--- src/rtl/tssf_pkg.sv ---
`timescale 1ns / 1ps
// tssf_pkg: shared types, constants and digit tables for the time/speed
// seven-segment formatter. No dependencies.

package tssf_pkg;

    // panel codes carried on the op field
    localparam logic [1:0] PANEL_SET_TIME  = 2'd0;
    localparam logic [1:0] PANEL_REM_TIME  = 2'd1;
    localparam logic [1:0] PANEL_SET_SPEED = 2'd2;
    localparam logic [1:0] PANEL_ACT_SPEED = 2'd3;

    localparam int VALUE_W = 19;
    localparam int ADDR_W  = 6;
    localparam int NUM_DIG = 4;

    localparam logic [VALUE_W-1:0] TIME_MAX  = 19'd359999;
    localparam logic [VALUE_W-1:0] SPEED_MAX = 19'd9999;
    localparam logic [VALUE_W-1:0] TIME_ADJ  = 19'd59;

    // place weights of the four shown digits (hours:minutes or decimal)
    localparam int TIME_W  [NUM_DIG] = '{36000, 3600, 600, 60};
    localparam int SPEED_W [NUM_DIG] = '{1000, 100, 10, 1};

    localparam logic [7:0] DASH_SET   = 8'h08;
    localparam logic [7:0] DASH_REM   = 8'h10;
    localparam logic [7:0] MARK_HIGH  = 8'h80;
    localparam logic [7:0] ICON_BIT   = 8'h01;
    localparam logic [7:0] ICON_CLEAR = 8'hFE;

    // lcd addresses, first to fourth byte
    localparam logic [ADDR_W-1:0] ADDR_SET_TIME  [NUM_DIG] = '{6'd0, 6'd2, 6'd4, 6'd6};
    localparam logic [ADDR_W-1:0] ADDR_REM_TIME  [NUM_DIG] = '{6'd54, 6'd52, 6'd50, 6'd48};
    localparam logic [ADDR_W-1:0] ADDR_SET_SPEED [NUM_DIG] = '{6'd26, 6'd28, 6'd30, 6'd32};
    localparam logic [ADDR_W-1:0] ADDR_ACT_SPEED [NUM_DIG] = '{6'd46, 6'd44, 6'd42, 6'd40};

    typedef logic [3:0] bcd_t;
    typedef bcd_t [NUM_DIG-1:0] bcd_set_t;
    typedef logic [NUM_DIG-1:0][7:0] seg_set_t;
    typedef logic [NUM_DIG-1:0][ADDR_W-1:0] addr_set_t;

    // one item after saturation, as held in the input register
    typedef struct packed {
        logic [1:0]         op;
        logic [VALUE_W-1:0] value;
        logic               is_zero;
        logic               digits_blank;
        logic               time_in_use;
        logic               icon_off;
        logic               running;
    } item_t;

    function automatic logic [7:0] seg_low_left(input bcd_t d);
        logic [7:0] s;
        case (d)
            4'd0:    s = 8'h77;
            4'd1:    s = 8'h24;
            4'd2:    s = 8'h5d;
            4'd3:    s = 8'h6d;
            4'd4:    s = 8'h2e;
            4'd5:    s = 8'h6b;
            4'd6:    s = 8'h7b;
            4'd7:    s = 8'h25;
            4'd8:    s = 8'h7f;
            4'd9:    s = 8'h6f;
            default: s = 8'h00;
        endcase
        return s;
    endfunction

    function automatic logic [7:0] seg_upper(input bcd_t d);
        logic [7:0] s;
        case (d)
            4'd0:    s = 8'hee;
            4'd1:    s = 8'h24;
            4'd2:    s = 8'hba;
            4'd3:    s = 8'hb6;
            4'd4:    s = 8'h74;
            4'd5:    s = 8'hd6;
            4'd6:    s = 8'hde;
            4'd7:    s = 8'ha4;
            4'd8:    s = 8'hfe;
            4'd9:    s = 8'hf6;
            default: s = 8'h00;
        endcase
        return s;
    endfunction

    function automatic logic [7:0] seg_low_right(input bcd_t d);
        logic [7:0] s;
        case (d)
            4'd0:    s = 8'hee;
            4'd1:    s = 8'h48;
            4'd2:    s = 8'hba;
            4'd3:    s = 8'hda;
            4'd4:    s = 8'h5c;
            4'd5:    s = 8'hd6;
            4'd6:    s = 8'hf6;
            4'd7:    s = 8'h4a;
            4'd8:    s = 8'hfe;
            4'd9:    s = 8'hde;
            default: s = 8'h00;
        endcase
        return s;
    endfunction

endpackage

--- src/rtl/tssf_sat.sv ---
`timescale 1ns / 1ps
// tssf_sat: panel-dependent offset and saturation of the incoming value.
// Uses tssf_pkg.

module tssf_sat (
    input  logic [1:0]                   op,
    input  logic [tssf_pkg::VALUE_W-1:0] value,
    output logic [tssf_pkg::VALUE_W-1:0] value_sat,
    output logic                         is_zero
);

    logic [tssf_pkg::VALUE_W:0] sum;

    // remaining time rounds up to the next whole minute
    assign sum = {1'b0, value} + {1'b0, tssf_pkg::TIME_ADJ};

    always_comb begin
        case (op)
            tssf_pkg::PANEL_SET_TIME: begin
                value_sat = (value > tssf_pkg::TIME_MAX) ? tssf_pkg::TIME_MAX : value;
            end
            tssf_pkg::PANEL_REM_TIME: begin
                value_sat = (sum > {1'b0, tssf_pkg::TIME_MAX}) ? tssf_pkg::TIME_MAX
                                                               : sum[tssf_pkg::VALUE_W-1:0];
            end
            tssf_pkg::PANEL_SET_SPEED, tssf_pkg::PANEL_ACT_SPEED: begin
                value_sat = (value > tssf_pkg::SPEED_MAX) ? tssf_pkg::SPEED_MAX : value;
            end
            default: begin
                value_sat = '0;
            end
        endcase
    end

    assign is_zero = (value == '0);

endmodule

--- src/rtl/tssf_split.sv ---
`timescale 1ns / 1ps
// tssf_split: splits a saturated value into four decimal digits, either
// hh:mm from seconds or four plain decimal places. Uses tssf_pkg.

module tssf_split (
    input  logic [tssf_pkg::VALUE_W-1:0] value,
    input  logic                         is_time,
    output tssf_pkg::bcd_set_t           digits
);

    logic [tssf_pkg::VALUE_W-1:0] rem;
    logic [tssf_pkg::VALUE_W-1:0] mult;
    logic [tssf_pkg::VALUE_W-1:0] sub;
    tssf_pkg::bcd_t               dig;

    // four compare-and-subtract steps, each against the nine multiples of
    // its place weight in parallel; leftover seconds are dropped
    always_comb begin
        rem    = value;
        mult   = '0;
        sub    = '0;
        dig    = '0;
        digits = '0;
        for (int s = 0; s < tssf_pkg::NUM_DIG; s++) begin
            dig = '0;
            sub = '0;
            for (int k = 1; k <= 9; k++) begin
                mult = is_time ? tssf_pkg::VALUE_W'(k * tssf_pkg::TIME_W[s])
                               : tssf_pkg::VALUE_W'(k * tssf_pkg::SPEED_W[s]);
                if (rem >= mult) begin
                    dig = 4'(k);
                    sub = mult;
                end
            end
            digits[tssf_pkg::NUM_DIG-1-s] = dig;
            rem = rem - sub;
        end
    end

endmodule

--- src/rtl/tssf_encode.sv ---
`timescale 1ns / 1ps
// tssf_encode: digit tables, dashes, blanking, colon and icon bits and lcd
// addresses for the selected panel. Uses tssf_pkg.

module tssf_encode (
    input  tssf_pkg::item_t     item,
    input  tssf_pkg::bcd_set_t  digits,
    output tssf_pkg::seg_set_t  seg,
    output tssf_pkg::addr_set_t addr
);

    // digits[3] is the most significant, seg[0] is the first byte
    always_comb begin
        seg  = '0;
        addr = '0;
        case (item.op)
            tssf_pkg::PANEL_SET_TIME: begin
                for (int i = 0; i < tssf_pkg::NUM_DIG; i++) begin
                    if (item.digits_blank) begin
                        seg[i] = '0;
                    end else if (item.is_zero) begin
                        seg[i] = tssf_pkg::DASH_SET;
                    end else begin
                        seg[i] = tssf_pkg::seg_low_left(digits[tssf_pkg::NUM_DIG-1-i]);
                    end
                    addr[i] = tssf_pkg::ADDR_SET_TIME[i];
                end
                seg[1] = seg[1] | tssf_pkg::MARK_HIGH;
                seg[3] = seg[3] | tssf_pkg::MARK_HIGH;
            end
            tssf_pkg::PANEL_REM_TIME: begin
                for (int i = 0; i < tssf_pkg::NUM_DIG; i++) begin
                    seg[i]  = item.time_in_use
                              ? tssf_pkg::seg_upper(digits[tssf_pkg::NUM_DIG-1-i])
                              : tssf_pkg::DASH_REM;
                    addr[i] = tssf_pkg::ADDR_REM_TIME[i];
                end
                seg[1] = seg[1] | tssf_pkg::ICON_BIT;
                seg[3] = seg[3] | tssf_pkg::ICON_BIT;
                if (item.running && item.icon_off) begin
                    seg[1] = seg[1] & tssf_pkg::ICON_CLEAR;
                    seg[3] = seg[3] & tssf_pkg::ICON_CLEAR;
                end
            end
            tssf_pkg::PANEL_SET_SPEED: begin
                for (int i = 0; i < tssf_pkg::NUM_DIG; i++) begin
                    seg[i]  = item.digits_blank
                              ? 8'h00
                              : tssf_pkg::seg_low_right(digits[tssf_pkg::NUM_DIG-1-i]);
                    addr[i] = tssf_pkg::ADDR_SET_SPEED[i];
                end
                seg[3] = seg[3] | tssf_pkg::ICON_BIT;
            end
            tssf_pkg::PANEL_ACT_SPEED: begin
                for (int i = 0; i < tssf_pkg::NUM_DIG; i++) begin
                    seg[i]  = tssf_pkg::seg_upper(digits[tssf_pkg::NUM_DIG-1-i]);
                    addr[i] = tssf_pkg::ADDR_ACT_SPEED[i];
                end
                seg[0] = seg[0] | tssf_pkg::ICON_BIT;
                seg[2] = seg[2] | tssf_pkg::ICON_BIT;
                if (item.icon_off) begin
                    seg[0] = seg[0] & tssf_pkg::ICON_CLEAR;
                    seg[1] = seg[1] & tssf_pkg::ICON_CLEAR;
                    seg[2] = seg[2] & tssf_pkg::ICON_CLEAR;
                end
            end
            default: begin
                seg  = '0;
                addr = '0;
            end
        endcase
    end

endmodule

--- src/rtl/time_speed_seven_segment_formatter_top.sv ---
`timescale 1ns / 1ps
// time_speed_seven_segment_formatter_top: input register, digit split and
// encode, result register. Uses tssf_pkg, tssf_sat, tssf_split, tssf_encode.
//
//  channel | direction | handshake          | payload
//  s_      | in        | s_valid / s_ready  | op, value, digits_blank, time_in_use, icon_off, running
//  m_      | out       | m_valid / m_ready  | seg_first..seg_fourth, addr_first..addr_fourth
//
// One beat per cycle sustained while m_ready stays high; a taken input beat is
// saturated into the input register, then passes the four-step digit split and
// table lookup into the result register.
// Reset clears both stage valid flags; payload registers are not reset.
// While m_ready is low the result holds and one further beat can wait in the
// input register; s_ready falls only when both stages are full.

module time_speed_seven_segment_formatter_top (
    input  logic                          aclk,
    input  logic                          aresetn,

    input  logic                          s_valid,
    output logic                          s_ready,
    input  logic [1:0]                    s_op,
    input  logic [tssf_pkg::VALUE_W-1:0]  s_value,
    input  logic                          s_digits_blank,
    input  logic                          s_time_in_use,
    input  logic                          s_icon_off,
    input  logic                          s_running,

    output logic                          m_valid,
    input  logic                          m_ready,
    output logic [7:0]                    m_seg_first,
    output logic [7:0]                    m_seg_second,
    output logic [7:0]                    m_seg_third,
    output logic [7:0]                    m_seg_fourth,
    output logic [tssf_pkg::ADDR_W-1:0]   m_addr_first,
    output logic [tssf_pkg::ADDR_W-1:0]   m_addr_second,
    output logic [tssf_pkg::ADDR_W-1:0]   m_addr_third,
    output logic [tssf_pkg::ADDR_W-1:0]   m_addr_fourth
);

    logic                         in_valid_reg;
    logic                         out_valid_reg;
    tssf_pkg::item_t              item_reg;
    tssf_pkg::item_t              item_next;
    tssf_pkg::seg_set_t           seg_reg;
    tssf_pkg::seg_set_t           seg_next;
    tssf_pkg::addr_set_t          addr_reg;
    tssf_pkg::addr_set_t          addr_next;
    tssf_pkg::bcd_set_t           digits;
    logic [tssf_pkg::VALUE_W-1:0] value_sat;
    logic                         value_zero;
    logic                         out_adv;
    logic                         is_time;

    tssf_sat u_sat (
        .op        (s_op),
        .value     (s_value),
        .value_sat (value_sat),
        .is_zero   (value_zero)
    );

    always_comb begin
        item_next.op           = s_op;
        item_next.value        = value_sat;
        item_next.is_zero      = value_zero;
        item_next.digits_blank = s_digits_blank;
        item_next.time_in_use  = s_time_in_use;
        item_next.icon_off     = s_icon_off;
        item_next.running      = s_running;
    end

    assign is_time = (item_reg.op == tssf_pkg::PANEL_SET_TIME) ||
                     (item_reg.op == tssf_pkg::PANEL_REM_TIME);

    tssf_split u_split (
        .value   (item_reg.value),
        .is_time (is_time),
        .digits  (digits)
    );

    tssf_encode u_encode (
        .item   (item_reg),
        .digits (digits),
        .seg    (seg_next),
        .addr   (addr_next)
    );

    assign out_adv = !out_valid_reg || m_ready;
    assign s_ready = !in_valid_reg || out_adv;

    always_ff @(posedge aclk) begin
        if (!aresetn) begin
            in_valid_reg  <= 1'b0;
            out_valid_reg <= 1'b0;
        end else begin
            if (s_ready) begin
                in_valid_reg <= s_valid;
            end
            if (out_adv) begin
                out_valid_reg <= in_valid_reg;
            end
        end
    end

    always_ff @(posedge aclk) begin
        if (s_valid && s_ready) begin
            item_reg <= item_next;
        end
        if (out_adv && in_valid_reg) begin
            seg_reg  <= seg_next;
            addr_reg <= addr_next;
        end
    end

    assign m_valid       = out_valid_reg;
    assign m_seg_first   = seg_reg[0];
    assign m_seg_second  = seg_reg[1];
    assign m_seg_third   = seg_reg[2];
    assign m_seg_fourth  = seg_reg[3];
    assign m_addr_first  = addr_reg[0];
    assign m_addr_second = addr_reg[1];
    assign m_addr_third  = addr_reg[2];
    assign m_addr_fourth = addr_reg[3];

endmodule

--- config.mk ---
export PLATFORM = sky130hd
export DESIGN_NAME = time_speed_seven_segment_formatter_top
export DESIGN_NICKNAME = d
export VERILOG_FILES = /design/src/rtl/tssf_pkg.sv /design/src/rtl/tssf_sat.sv /design/src/rtl/tssf_split.sv /design/src/rtl/tssf_encode.sv /design/src/rtl/time_speed_seven_segment_formatter_top.sv
export SDC_FILE = /design/constraint.sdc
export NUM_CORES = 1
export LEC_CHECK = 0
export BUFFER_PORTS_ARGS = -buffer_cell sky130_fd_sc_hd__buf_2
export CAP_MARGIN = 5
export CORE_ASPECT_RATIO = 1.25
export CORE_UTILIZATION = 50
export CTS_CLUSTER_SIZE = 8
export DETAILED_ROUTE_END_ITERATION = 10
export PLACE_DENSITY = 0.68
export SYNTH_ARGS = -nofsm -noshare
export SYNTH_HDL_FRONTEND = slang
export SYNTH_SLANG_ARGS = --single-unit
--- constraint.sdc ---
create_clock -name aclk -period 27.8 [get_ports aclk]
set_clock_uncertainty 0.2 [all_clocks]
set_input_delay 4.17 -clock aclk [delete_from_list [all_inputs] [get_ports aclk]]
set_output_delay 4.17 -clock aclk [all_outputs]
set_load 0.005 [all_outputs]
### Yosys cells after proc, flatten, opt, wreduce, memory -nomap -nowiden

Memories as Yosys holds them, arrays and structs flattened.
Index checks and enable logic that the tools add are counted.

| cells by class | value |
|---|---|
| add/subtract/negate cells | 4 |
| magnitude comparators | 39 |
| equal/unequal tests | 6 |
| multiplexer cells | 124 |
| reduce and logical (&&, ||, !) cells | 12 |

Operators by type and width:

| cell | count |
|---|---|
| greater-or-equal comparator 19 bit | 36 |
| two-way mux 19 bit | 32 |
| case mux 32 bit (4 select lines) | 1 |
| two-way mux 8 bit | 14 |
| case mux 24 bit (4 select lines) | 1 |
| two-way mux 15 bit | 5 |
| two-way mux 18 bit | 4 |
| case mux 19 bit (3 select lines) | 1 |
| subtractor 19 bit | 3 |
| two-way mux 13 bit | 4 |
| two-way mux 17 bit | 3 |
| two-way mux 12 bit | 4 |
| two-way mux 3 bit | 16 |
| two-way mux 9 bit | 4 |
| two-way mux 7 bit | 5 |
| two-way mux 4 bit | 8 |
| two-way mux 14 bit | 2 |
| two-way mux 11 bit | 2 |
| adder 19 x 6 -> 20 bit, second input constant | 1 |
| > comparator 20 x 19 -> 1 bit, second input constant | 1 |
| two-way mux 10 bit | 2 |
| > comparator 19 x 14 -> 1 bit, second input constant | 1 |
| > comparator 19 bit, second input constant | 1 |
| zero test 19 bit | 1 |
| other kinds (11) | 33 |

| word-level totals | value |
|---|---|
| bits in registers | 84 |
| ROM bits | 1,792 |
| bits of input ports | 29 |
| output and inout bits | 58 |
| word-level logic and storage cells | 218 |
| memories | 16 |

Memories:

| memory | depth | width | rd ports | clocked after Yosys merged registers in | wr ports | line | text |
|---|---|---|---|---|---|---|---|
| (name not given) | 16 | 7 | 1 | 0 | 0 | tssf_pkg.sv:55 | `case (d)` |
| (name not given) | 16 | 7 | 1 | 0 | 0 | tssf_pkg.sv:55 |  |
| (name not given) | 16 | 7 | 1 | 0 | 0 | tssf_pkg.sv:55 |  |
| (name not given) | 16 | 7 | 1 | 0 | 0 | tssf_pkg.sv:55 |  |
| (name not given) | 16 | 7 | 1 | 0 | 0 | tssf_pkg.sv:73 | `case (d)` |
| (name not given) | 16 | 7 | 1 | 0 | 0 | tssf_pkg.sv:73 |  |
| 10 more memories | n/a | n/a | n/a | n/a | n/a | n/a |  |

### Logic depth before layout (Yosys ltp)

Gate-level depths: netlist of run 1.
An unclocked memory read counts as a cell.

| depth | value |
|---|---|
| word-level depth | 50 |
| mapped depth | 90 |
| depth with buffers taken out | 83 |

### Hierarchy

From an unflattened synthesis of run 1, not the netlist that was laid out.

| unflattened totals | value |
|---|---|
| cells, all modules | 1,583 |
| area, all modules | 12,572.1 um^2 |

Modules (own cells, without submodules):

| module | instances | cells each | area an instance (um^2) | sequential area each (um^2) |
|---|---|---|---|---|
| tssf_split | 1 | 1,078 | 7,226.9 | 0.0 |
| time_speed_seven_segment_formatter_top | 1 | 92 | 2,570.0 | 2,502.4 |
| tssf_encode | 1 | 229 | 1,541.5 | 0.0 |
| tssf_sat | 1 | 184 | 1,233.7 | 0.0 |

### Worst setup path before layout of run 1

Ideal clock, no wire load.

| timing path | value |
|---|---|
| kind | register -> register |
| start point | reg item_reg[24] (netlist bit) |
| end point | reg seg_reg, in the netlist m_seg_fourth[7], data pin |
| library setup time | 270 ps |
| arrival time | 16,705 ps |
| required time | 27,330 ps |
| slack | 10,625 ps |
| cell stages (with the launch flop) | 84 |
| path buffers | 7 |
| clock period less this slack | 17,175 ps |
| cells stage by stage | edfxtp_1 -> inv_1 -> ha_1 -> nor2_1 -> clkbuf_1 -> clkbuf_1 -> clkbuf_1 -> buf_1 -> clkbuf_1 -> clkbuf_1 -> inv_1 -> ha_1 -> a21oi_1 -> o21ai_0 -> a31oi_1 -> o21ai_0 -> a211o_1 -> maj3_1 -> [48 not listed] -> a21oi_1 -> nor2b_1 -> o21a_1 -> nor2_1 -> xnor2_1 -> ha_1 -> o41ai_1 -> o211ai_1 -> nor4b_1 -> o21ai_0 -> a211oi_2 -> nand3_2 -> or2_1 -> ha_1 -> o21ai_0 -> o21ai_0 -> nor2_1 -> o211ai_1 |

RTL lines:

| element | line | text |
|---|---|---|
| start, declared | time_speed_seven_segment_formatter_top.sv:43 | `tssf_pkg::item_t item_reg;` |
| start signal, assigned | time_speed_seven_segment_formatter_top.sv:107 | `item_reg <= item_next;` |
| end signal, assigned | time_speed_seven_segment_formatter_top.sv:110 | `seg_reg <= seg_next;` |
| end, declared | time_speed_seven_segment_formatter_top.sv:45 | `tssf_pkg::seg_set_t seg_reg;` |

==> impl_results.md, run 1 <==
- First-pass GRT wire length: around 57000 µm
- Reg area: between 2000 and 2500 µm²
- Full die area: 23100 µm²
- Final hold violation count: 0
- DR iter-0 viols: 851
- RD Place Congestion: approximately 1
- YS warnings: 0
- Most common flop cell mapped by yosys: edfxtp_1
- Slew @ Worst Pin: between 1 and 1.5 ns
- CP Buf/Inv Count: 5
- H-tree lvl count: 3
- Post-detail-place hpwl: approximately 28000 µm
- Clock Sinks: between 60 and 70
- Worst Hold Launch: in_valid_reg
- Kind of critical path: flip-flop to flip-flop
- Largest net degree at the start of global routing: 67
- RSZ-0062 raised after global routing: false
- WP data required: 27.66 ns
- Synthesized flop and latch total: between 60 and 70
- Post-synth EDFFs: 66
- Die Ht: between 150 and 200 µm
- CP max stage cell: a2111oi_0
- Nets: between 1500 and 2000
- Yosys top cell by area: edfxtp_1
- Run status: finished clean
- GR Overflow Total: 0
- Post-Route WL: 35920 µm
- CTS tree: built
- Number of global-route vias before repair: approximately 11000
- Final setup fails: 0
- Remaining antenna violation count: 0
- Setup Buffers After CTS: 0
- Max FFs per register: 26
- Dpl ws: between 8 and 9 ns
- Vias: 11901
- Via density: 6.518
- Multi-input combinational cell area: about 8600 µm²
- Slew HR: 26.24%
- Critical path peak fanout: between 60 and 70
- WP data arrival: 19.95 ns
- Tightest Hold Check Type: flip-flop to flip-flop
- P&R area growth vs syn: 7.699%
- Clk_lat worst skew: 0.34 ns
- Clock transition at path regs: approximately 0.060 ns
- Ys async rst share: 0%
- CTS Root Cell: clkbuf_16
- Post-synth top area share: 17.62%
- Cells after Synth: between 1500 and 2000
- Register area share after synthesis: between 15 and 20%
- Io pins: 87
- Max-slew violation count: 0
- Initial antenna violation count: 0
- Fill cells: roughly 2200
- CP startpoint: item_reg[25]
- Hold Buf Count CTS: 0
- Final core occ: 54.72%
- Avg WL per Cell: around 20 µm
- Core ar.: about 22000 µm²
- Distinct cells, synth: 96
- Worst path max stage delay: roughly 0.8 ns
- Worst Setup Start Kind: flip-flop
- Post-cts sizing count: 0
- Worst reg2reg path startpoint: item_reg[25]
- Die W: ~140 µm
- IO buf count: between 80 and 90
- Crit path capture type: flip-flop
- Worst-case clock buffer depth: 2
- Cell repeated most along the worst path: o21ai_0
- Tmin final: 20.09 ns
- DRT Pass-1 Iters: 5
- Tcrit/Tclk final: slightly above 70%
- Post-route setup TNS: 0 ns
- Max IR drop VDD: between 0.1 and 0.15 mV
- CTS Buf Count: 9
- Pwr per Cell Area: 92.07 nW/µm²
- Fmax: approximately 50 MHz
- DRC: 0
- Share of cells above drive strength 1: under 10%
- All-Layer GR Usage: 30.80%
- Antenna fix cells: 0
- P_leak: about 0.0048 µW
- Avg Synthesized Cell Area: between 7 and 8 µm²
- Most common cell in the netlist: nand2_1
- Initial cell density of the core: between 50% and 60%
- Synthesized cell area: around 11000 µm²
- MaxCap Viol Count: 0
- Synth cell count leaders: nand2_1 (159), nor2_1 (136), ha_1 (126), o21ai_0 (112), a21oi_1 (110)
- Synth area leaders: edfxtp_1 (18%), ha_1 (14%), nand2_1 (5.3%)
- Rows: 61
- Final setup margin: slightly below 8 ns
- Worst path top cell family by delay: compound AO/OA/AOI/OAI gates
[layout by cell type (no fill, tap or decap), types with 28 or more instances in the layout]
| cell | netlist | routed |
|---|---|---|
| nand2b_1 | 28 | 28 |
| nand2_1 | 159 | 159 |
| inv_1 | 71 | 71 |
| buf_2 | 2 | 82 |
| nor2_1 | 136 | 134 |
| edfxtp_1 | 66 | 66 |
| o21ai_0 | 112 | 112 |
| nor3_1 | 38 | 38 |
| ha_1 | 126 | 126 |
| a21oi_1 | 110 | 110 |
| nand3_1 | 46 | 46 |
[layer usage]
layer	share of wire, %	vias up	wire length [µm]	global-route usage [%]
met5	0	-	0	0
met4	4.6	0	1635	13.72
met3	4.0	93	1434	3.076
met2	51	419	18190	55.51
met1	41	5630	14660	36.37
li1	-	5759	-	-
[worst register-to-register path, delay by kind of cell (launching register included)]
| family | cells | cell delay [ns] |
|---|---|---|
| compound gates | 38 | 9.28 |
| xor+xnor | 3 | 1.03 |
| fa+ha+maj | 8 | 2.59 |
| buf+inv | 5 | 1.55 |
| flops | 1 | 0.37 |
| simple gates | 19 | 4.81 |
[power by group]
part | internal (µW) | switching [µW]
sequential | 121 | 8.23
clock | 97.2 | 43.3
combinational | 311 | 534
total | 529 | 586
[final cells by class]
cell class	count	area share (%)
timing repair buffer	89	3.822
clock inverter	7	1.209
multi-input combinational	1296	71.20
clock buffer	9	1.860
tap	283	2.924
inverter	74	2.293
sequential	68	16.69
[stage by stage]
stage	cell area, µm²	total power (µW)	instances	hold WS, ns
after CTS	12110	1105	1826	0.3705
after floorplan	11260	758.6	1511	0.2768
after detailed placement	11740	960.3	1810	0.3216
after global placement	11740	960.2	1810	0.3154
final	12110	1115	1826	0.3702
after global routing	12110	1206	1826	0.3843
[logic make-up after synthesis]
group	share of synthesized area [%]
AOI/OAI and AO/OA	31.81
xor gates and xnor gates	2.503
adders and majority gates	14.64
buffers and inverters	5.596
DFF	17.98
muxes	1.090
other	0.03335
and+or+nand+nor	26.35
[path summary, 6_finish.rpt]
path | end | slack (ns) | cells after the start
max reg2reg | m_seg_fourth[6] | 7.71 | 73
min reg2reg | m_valid | 0.37 | 1
max | m_seg_fourth[6] | 7.71 | 73
min | m_valid | 0.37 | 1
Power figures use the tool's default switching activity.
==> run 2: changes to the inputs <==
clock period = 20.7 ns   (was 27.8 ns; I/O delays follow)
==> impl_results.md, run 2 (synthesis gave the netlist of run 1 again) <==
- Post-route setup TNS: 0 ns (unchanged)
- Initial antenna violation count: 0 (unchanged)
- Cell count after placement: 1810 (unchanged)
- Max FFs per register: 26 (unchanged)
- Cell repeated most along the worst path: ha_1 (was o21ai_0)
- Tightest Hold Check Type: flip-flop to flip-flop (unchanged)
- Tmin final: 19.09 ns (was 20.09 ns)
- CTS tree: built (unchanged)
- Max-slew violation count: 0 (unchanged)
- Worst Hold Launch: in_valid_reg (unchanged)
- Pwr per Cell Area: 120.8 nW/µm² (was 92.07 nW/µm²)
- Tcrit/Tclk final: 92.23% (was 72.27%)
- DRC: 0 (unchanged)
- All-Layer GR Usage: 30.62% (was 30.80%)
- Share of cells above drive strength 1: 9.409% (was 9.527%)
- Max IR drop VDD: 0.1877 mV (was 0.1029 mV)
- CTS Buf Count: 9 (unchanged)
- Post-Route WL: 35750 µm (was 35920 µm)
- GR Overflow Total: 0 (unchanged)
- WHS Path Cells: 1 (unchanged)
- Hold Buf Count CTS: 0 (unchanged)
- IO buf count: 82 (unchanged)
- Core ar.: 22130 µm² (unchanged)
- CTS Root Cell: clkbuf_16 (unchanged)
- Final core occ: 54.35% (was 54.72%)
- Die W: 136.1 µm (unchanged)
- Setup Buffers After CTS: 0 (unchanged)
- H-tree lvl count: 3 (unchanged)
- WP data arrival: 18.92 ns (was 19.95 ns)
- Number of global-route vias before repair: 11000 (was 11193)
- Fmax: 52.38 MHz (was 49.77 MHz)
- WP data required: 20.53 ns (was 27.66 ns)
- Clk_lat worst skew: 0.33 ns (was 0.34 ns)
- P&R area growth vs syn: 6.976% (was 7.699%)
- Commonest non-fill, non-tap cells in the layout: nand2_1 (159), nor2_1 (134), ha_1 (126) (unchanged)
- P_leak: 0.004787 µW (was 0.004837 µW)
- Antenna fix cells: 0 (unchanged)
- Post-detail-place hpwl: 28150 µm (was 28420 µm)
- R2R Setup Slk: 1.61 ns (was 7.71 ns)
- Non-filler cells, final: 1824 (was 1826)
- Clock transition at path regs: 0.05 ns (was 0.06 ns)
- Nets: 1696 (unchanged)
- Reg area: 2022 µm² (unchanged)
- Slew @ Worst Pin: 1.106 ns (was 1.104 ns)
- R2R cell count: 71 (was 73)
- RR Endpoint: m_seg_fourth[4] (was m_seg_fourth[6])
- Rows: 61 (unchanged)
- DRT Pass-1 Iters: 7 (was 5)
- Fill cells: 2177 (was 2155)
- Final hold violation count: 0 (unchanged)
- Run status: finished clean (unchanged)
- Initial cell density of the core: 50.81% (unchanged)
- Kind of critical path: flip-flop to flip-flop (unchanged)
- First-pass GRT wire length: 56400 µm (was 56700 µm)
- Largest net degree at the start of global routing: 66 (was 67)
- MaxCap Viol Count: 0 (unchanged)
- Worst path max stage delay: 0.75 ns (was 0.79 ns)
- DR iter-0 viols: 882 (was 851)
- Io pins: 87 (unchanged)
- Clock Sinks: 68 (unchanged)
- CP max stage cell: a2111oi_1 (was a2111oi_0)
- Hold Path End: m_valid (unchanged)
- Critical path peak fanout: 22 (was 66)
- Multi-input combinational cell area: 8638 µm² (was 8623 µm²)
- Hold slack: 0.3393 ns (was 0.3702 ns)
- Full die area: 23100 µm² (unchanged)
- RSZ-0062 raised after global routing: false (unchanged)
- Worst Setup Start Kind: flip-flop (unchanged)
- RD Place Congestion: 1.026 (was 1.011)
- Remaining antenna violation count: 0 (unchanged)
- Worst-case clock buffer depth: 2 (unchanged)
- Vias: 11858 (was 11901)
- Worst reg2reg path startpoint: item_reg[25] (unchanged)
- Slew HR: 26.08% (was 26.24%)
- Final Instance Area: 12030 µm² (was 12110 µm²)
- Via density: 6.501 (was 6.518)
- Commonest non-fill, non-tap cell in the layout: nand2_1 (unchanged)
- Die Ht: 169.7 µm (unchanged)
- Final setup fails: 0 (unchanged)
- Placement Cell Area: 11740 µm² (unchanged)
- Avg WL per Cell: 19.60 µm (was 19.67 µm)
- Crit path capture type: flip-flop (unchanged)
## run 2: cell types whose count changed in the layout (fill, tap and decap cells not counted), sizes merged
cell and change:
bufinv -3, clkbuf +1, clkinvlp +1, inv -2
clkinv +1
## run 2: how the worst max path moves through the flow
stage                 startpoint               to  slack (ns)  cells after the start
detailed placement  item_reg[25]  m_seg_fourth[3]        1.62                     74
global route        item_reg[25]  m_seg_fourth[3]       0.006                     74
CTS                 item_reg[25]  m_seg_fourth[4]        1.53                     74
global placement    item_reg[25]  m_seg_fourth[3]        1.91                     71
finish              item_reg[25]  m_seg_fourth[4]        1.61                     71
floorplan           item_reg[24]  m_seg_fourth[7]        3.52                     83
## run 2: metal layers
layer | GRT usage, % | wire (µm) | vias to the layer above
met5 | 0 | 0 | -
met4 | 12.71 | 1411 | 0
met3 | 3.644 | 1533 | 74
met2 | 54.45 | 18170 | 405
met1 | 36.78 | 14630 | 5599
li1 | - | - | 5780
## run 2: report_power, final
part / switching (µW) / total, µW / internal [µW]
Sequential: 11.0 / 174 / 163
Combinational: 719 / 1140 / 418
Clock: 52.0 / 143 / 90.7
Total: 782 / 1450 / 672
## run 2: layout make-up
cell class              count  area share [%]
clock inverters             4          0.3536
inverters                  74           2.340
clock buffers              10           1.903
multi-input cells        1296           71.80
well taps                 283           2.943
repair buffers             89           3.848
flip-flops and latches     68           16.81
## run 2: worst max-delay path, delay by kind of cell, from the launching register on
kind,cells,cell delay (ns)
adders and majority gates,9,3.01
and+or+nand+nor,19,4.71
AOI/OAI and AO/OA,35,8.60
muxes,1,0.17
DFF,1,0.37
xor gates and xnor gates,2,0.91
buffers and inverters,5,0.76
## run 2: repair_timing
action                                  4_1_cts  5_1_grt
hold endpoints to repair                      0        0
gates resized for setup                       0        6
endpoints found under the setup margin        0        8
## run 2: metrics by stage
step                      total power (µW)  setup slack (ns)
after detailed placement              1288             1.623
after CTS                             1437             1.526
after global routing                  1583          0.006150
after global placement                1289             1.913
final                                 1454             1.609
after floorplan                       1019             3.525
==> run 3: changes to the inputs <==
GPL_TIMING_DRIVEN = 0   (was unset)
==> impl_results.md, run 3 (synthesis gave the netlist of run 1 again) <==
- Commonest non-fill, non-tap cells in the layout: nand2_1 (159), nor2_1 (134), ha_1 (125) (was nand2_1 (159), nor2_1 (134), ha_1 (126))
- Final setup margin: 1.014 ns (was 1.609 ns)
- Initial antenna violation count: 0 (unchanged)
- First-pass GRT wire length: 57700 µm (was 56400 µm)
- Antenna fix cells: 0 (unchanged)
- Final hold violation count: 0 (unchanged)
- Run status: finished clean (unchanged)
- DRT Pass-1 Iters: 5 (was 7)
- Largest net degree at the start of global routing: 28 (was 66)
- Clk_lat worst skew: 0.33 ns (about the same)
- Commonest non-fill, non-tap cell in the layout: nand2_1 (unchanged)
- Fill cells: 2165 (was 2177)
- Fmax: 50.80 MHz (was 52.38 MHz)
- Max FFs per register: 26 (unchanged)
- Worst Setup Start Kind: flip-flop (unchanged)
- Post-Route WL: 36900 µm (was 35750 µm)
- Post-detail-place hpwl: 29190 µm (was 28150 µm)
- Tmin final: 19.69 ns (was 19.09 ns)
- Reg area: 2022 µm² (unchanged)
- Critical path peak fanout: 13 (was 22)
- Clock transition at path regs: 0.06 ns (was 0.05 ns)
- Kind of critical path: flip-flop to flip-flop (unchanged)
- Max IR drop VDD: 0.1206 mV (was 0.1877 mV)
- Tightest Hold Check Type: flip-flop to flip-flop (unchanged)
- Core ar.: 22130 µm² (unchanged)
- Pwr per Cell Area: 120.6 nW/µm² (was 120.8 nW/µm²)
- GR Overflow Total: 0 (unchanged)
- WP data arrival: 19.56 ns (was 18.92 ns)
- WP data required: 20.57 ns (was 20.53 ns)
- Placement Cell Area: 12050 µm² (was 11740 µm²)
- Rows: 61 (unchanged)
- Avg WL per Cell: 19.45 µm (was 19.60 µm)
- Die W: 136.1 µm (unchanged)
- Dpl ws: -2.363 ns (was 1.623 ns)
- Full die area: 23100 µm² (unchanged)
- P&R area growth vs syn: 12.94% (was 6.976%)
- Initial cell density of the core: 50.81% (unchanged)
- CP max stage cell: a2111oi_0 (was a2111oi_1)
- Via density: 6.398 (was 6.501)
- CTS tree: built (unchanged)
- Max-slew violation count: 0 (unchanged)
- Non-filler cells, final: 1897 (was 1824)
- Number of global-route vias before repair: 11319 (was 11000)
- Final core occ: 57.38% (was 54.35%)
- Crit path capture type: flip-flop (unchanged)
- Vias: 12137 (was 11858)
- Final Instance Area: 12700 µm² (was 12030 µm²)
- RSZ-0062 raised after global routing: false (unchanged)
- P_leak: 0.005057 µW (was 0.004787 µW)
- Final setup fails: 0 (unchanged)
- Cell repeated most along the worst path: o21ai_0 (was ha_1)
- H-tree lvl count: 3 (unchanged)
- Worst-case clock buffer depth: 2 (unchanged)
- RD Place Congestion: 0.9858 (was 1.026)
- CTS Root Cell: clkbuf_16 (unchanged)
- Slew HR: 26.21% (was 26.08%)
- IO buf count: 76 (was 82)
- Clock Sinks: 68 (unchanged)
- Multi-input combinational cell area: 8807 µm² (was 8638 µm²)
- Share of cells above drive strength 1: 12.39% (was 9.409%)
- Worst path max stage delay: 0.65 ns (was 0.75 ns)
- DRC: 0 (unchanged)
- Hold slack: 0.3247 ns (was 0.3393 ns)
- Cell count after placement: 1872 (was 1810)
- MaxCap Viol Count: 0 (unchanged)
- Tcrit/Tclk final: 95.10% (was 92.23%)
- DR iter-0 viols: 994 (was 882)
- Remaining antenna violation count: 0 (unchanged)
- Die Ht: 169.7 µm (unchanged)
- Slew @ Worst Pin: 1.107 ns (was 1.106 ns)
- Nets: 1768 (was 1696)
- Io pins: 87 (unchanged)
- All-Layer GR Usage: 31.27% (was 30.62%)
- CTS Buf Count: 9 (unchanged)
==> run 3: cell types whose count changed in the layout (fill, tap and decap cells not counted), sizes merged <==
cell	before	now
buf	89	109
bufinv	1	4
clkbuf	10	59
clkinv	4	3
clkinvlp	1	3
==> run 3: worst max-delay path: cells and delay by family (launching register included) <==
kind,cells,cell delay (ns)
mux,1,0.16
fa+ha+maj,10,3.16
compound gates,36,8.01
flops,1,0.37
buf+inv,14,3.03
simple gates,17,3.88
xor+xnor,2,0.61
==> run 3: timing repair <==
action                                  in CTS  in global routing
resized for setup                           19                 39
hold buffers                                 0                  0
cloned                                       1                  1
endpoints found under the setup margin       8                  8
buffers inserted                             1                  7
pin swaps                                    1                  3
==> run 3: final timing paths <==
kind,start,end,slack (ns),depth (start not counted)
setup / recovery,item_reg[25],m_seg_fourth[3],1.01,80
hold / removal,in_valid_reg,m_valid,0.32,1
setup reg to reg,item_reg[25],m_seg_fourth[3],1.01,80
hold reg to reg,in_valid_reg,m_valid,0.32,1
==> run 3: final cells by class <==
| cell class | count | area share, % |
|---|---|---|
| buffer | 73 | 2.955 |
| clock buffer | 9 | 1.773 |
| clock inverter | 6 | 1.084 |
| inverter | 74 | 2.217 |
| multi-input combinational | 1296 | 69.34 |
| sequential | 68 | 15.92 |
| tap | 283 | 2.788 |
| timing repair buffer | 86 | 3.842 |
| timing repair inverter | 2 | 0.07881 |
==> run 3: metrics by stage <==
| step | setup TNS, ns | total power, µW |
|---|---|---|
| finish | 0 | 1531 |
| global route | 0 | 1656 |
| CTS | 0 | 1488 |
| floorplan | 0 | 1019 |
| global placement | -16.21 | 1279 |
| detailed placement | -17.69 | 1290 |
==> run 3: power by group <==
group          leakage (µW)  total [µW]  internal [µW]  switching (µW)
logic               0.00424        1180            435             740
clock network      0.000176         186            129            56.4
registers          0.000646         170            162            8.01
==> run 3: routing by layer <==
| metal | vias up | track usage [%] | routed length, µm |
|---|---|---|---|
| met5 | - | 0 | 0 |
| met3 | 96 | 3.644 | 1898 |
| met4 | 0 | 13.62 | 1467 |
| met2 | 469 | 54.31 | 18180 |
| li1 | 5892 | - | - |
| met1 | 5680 | 38.42 | 15360 |
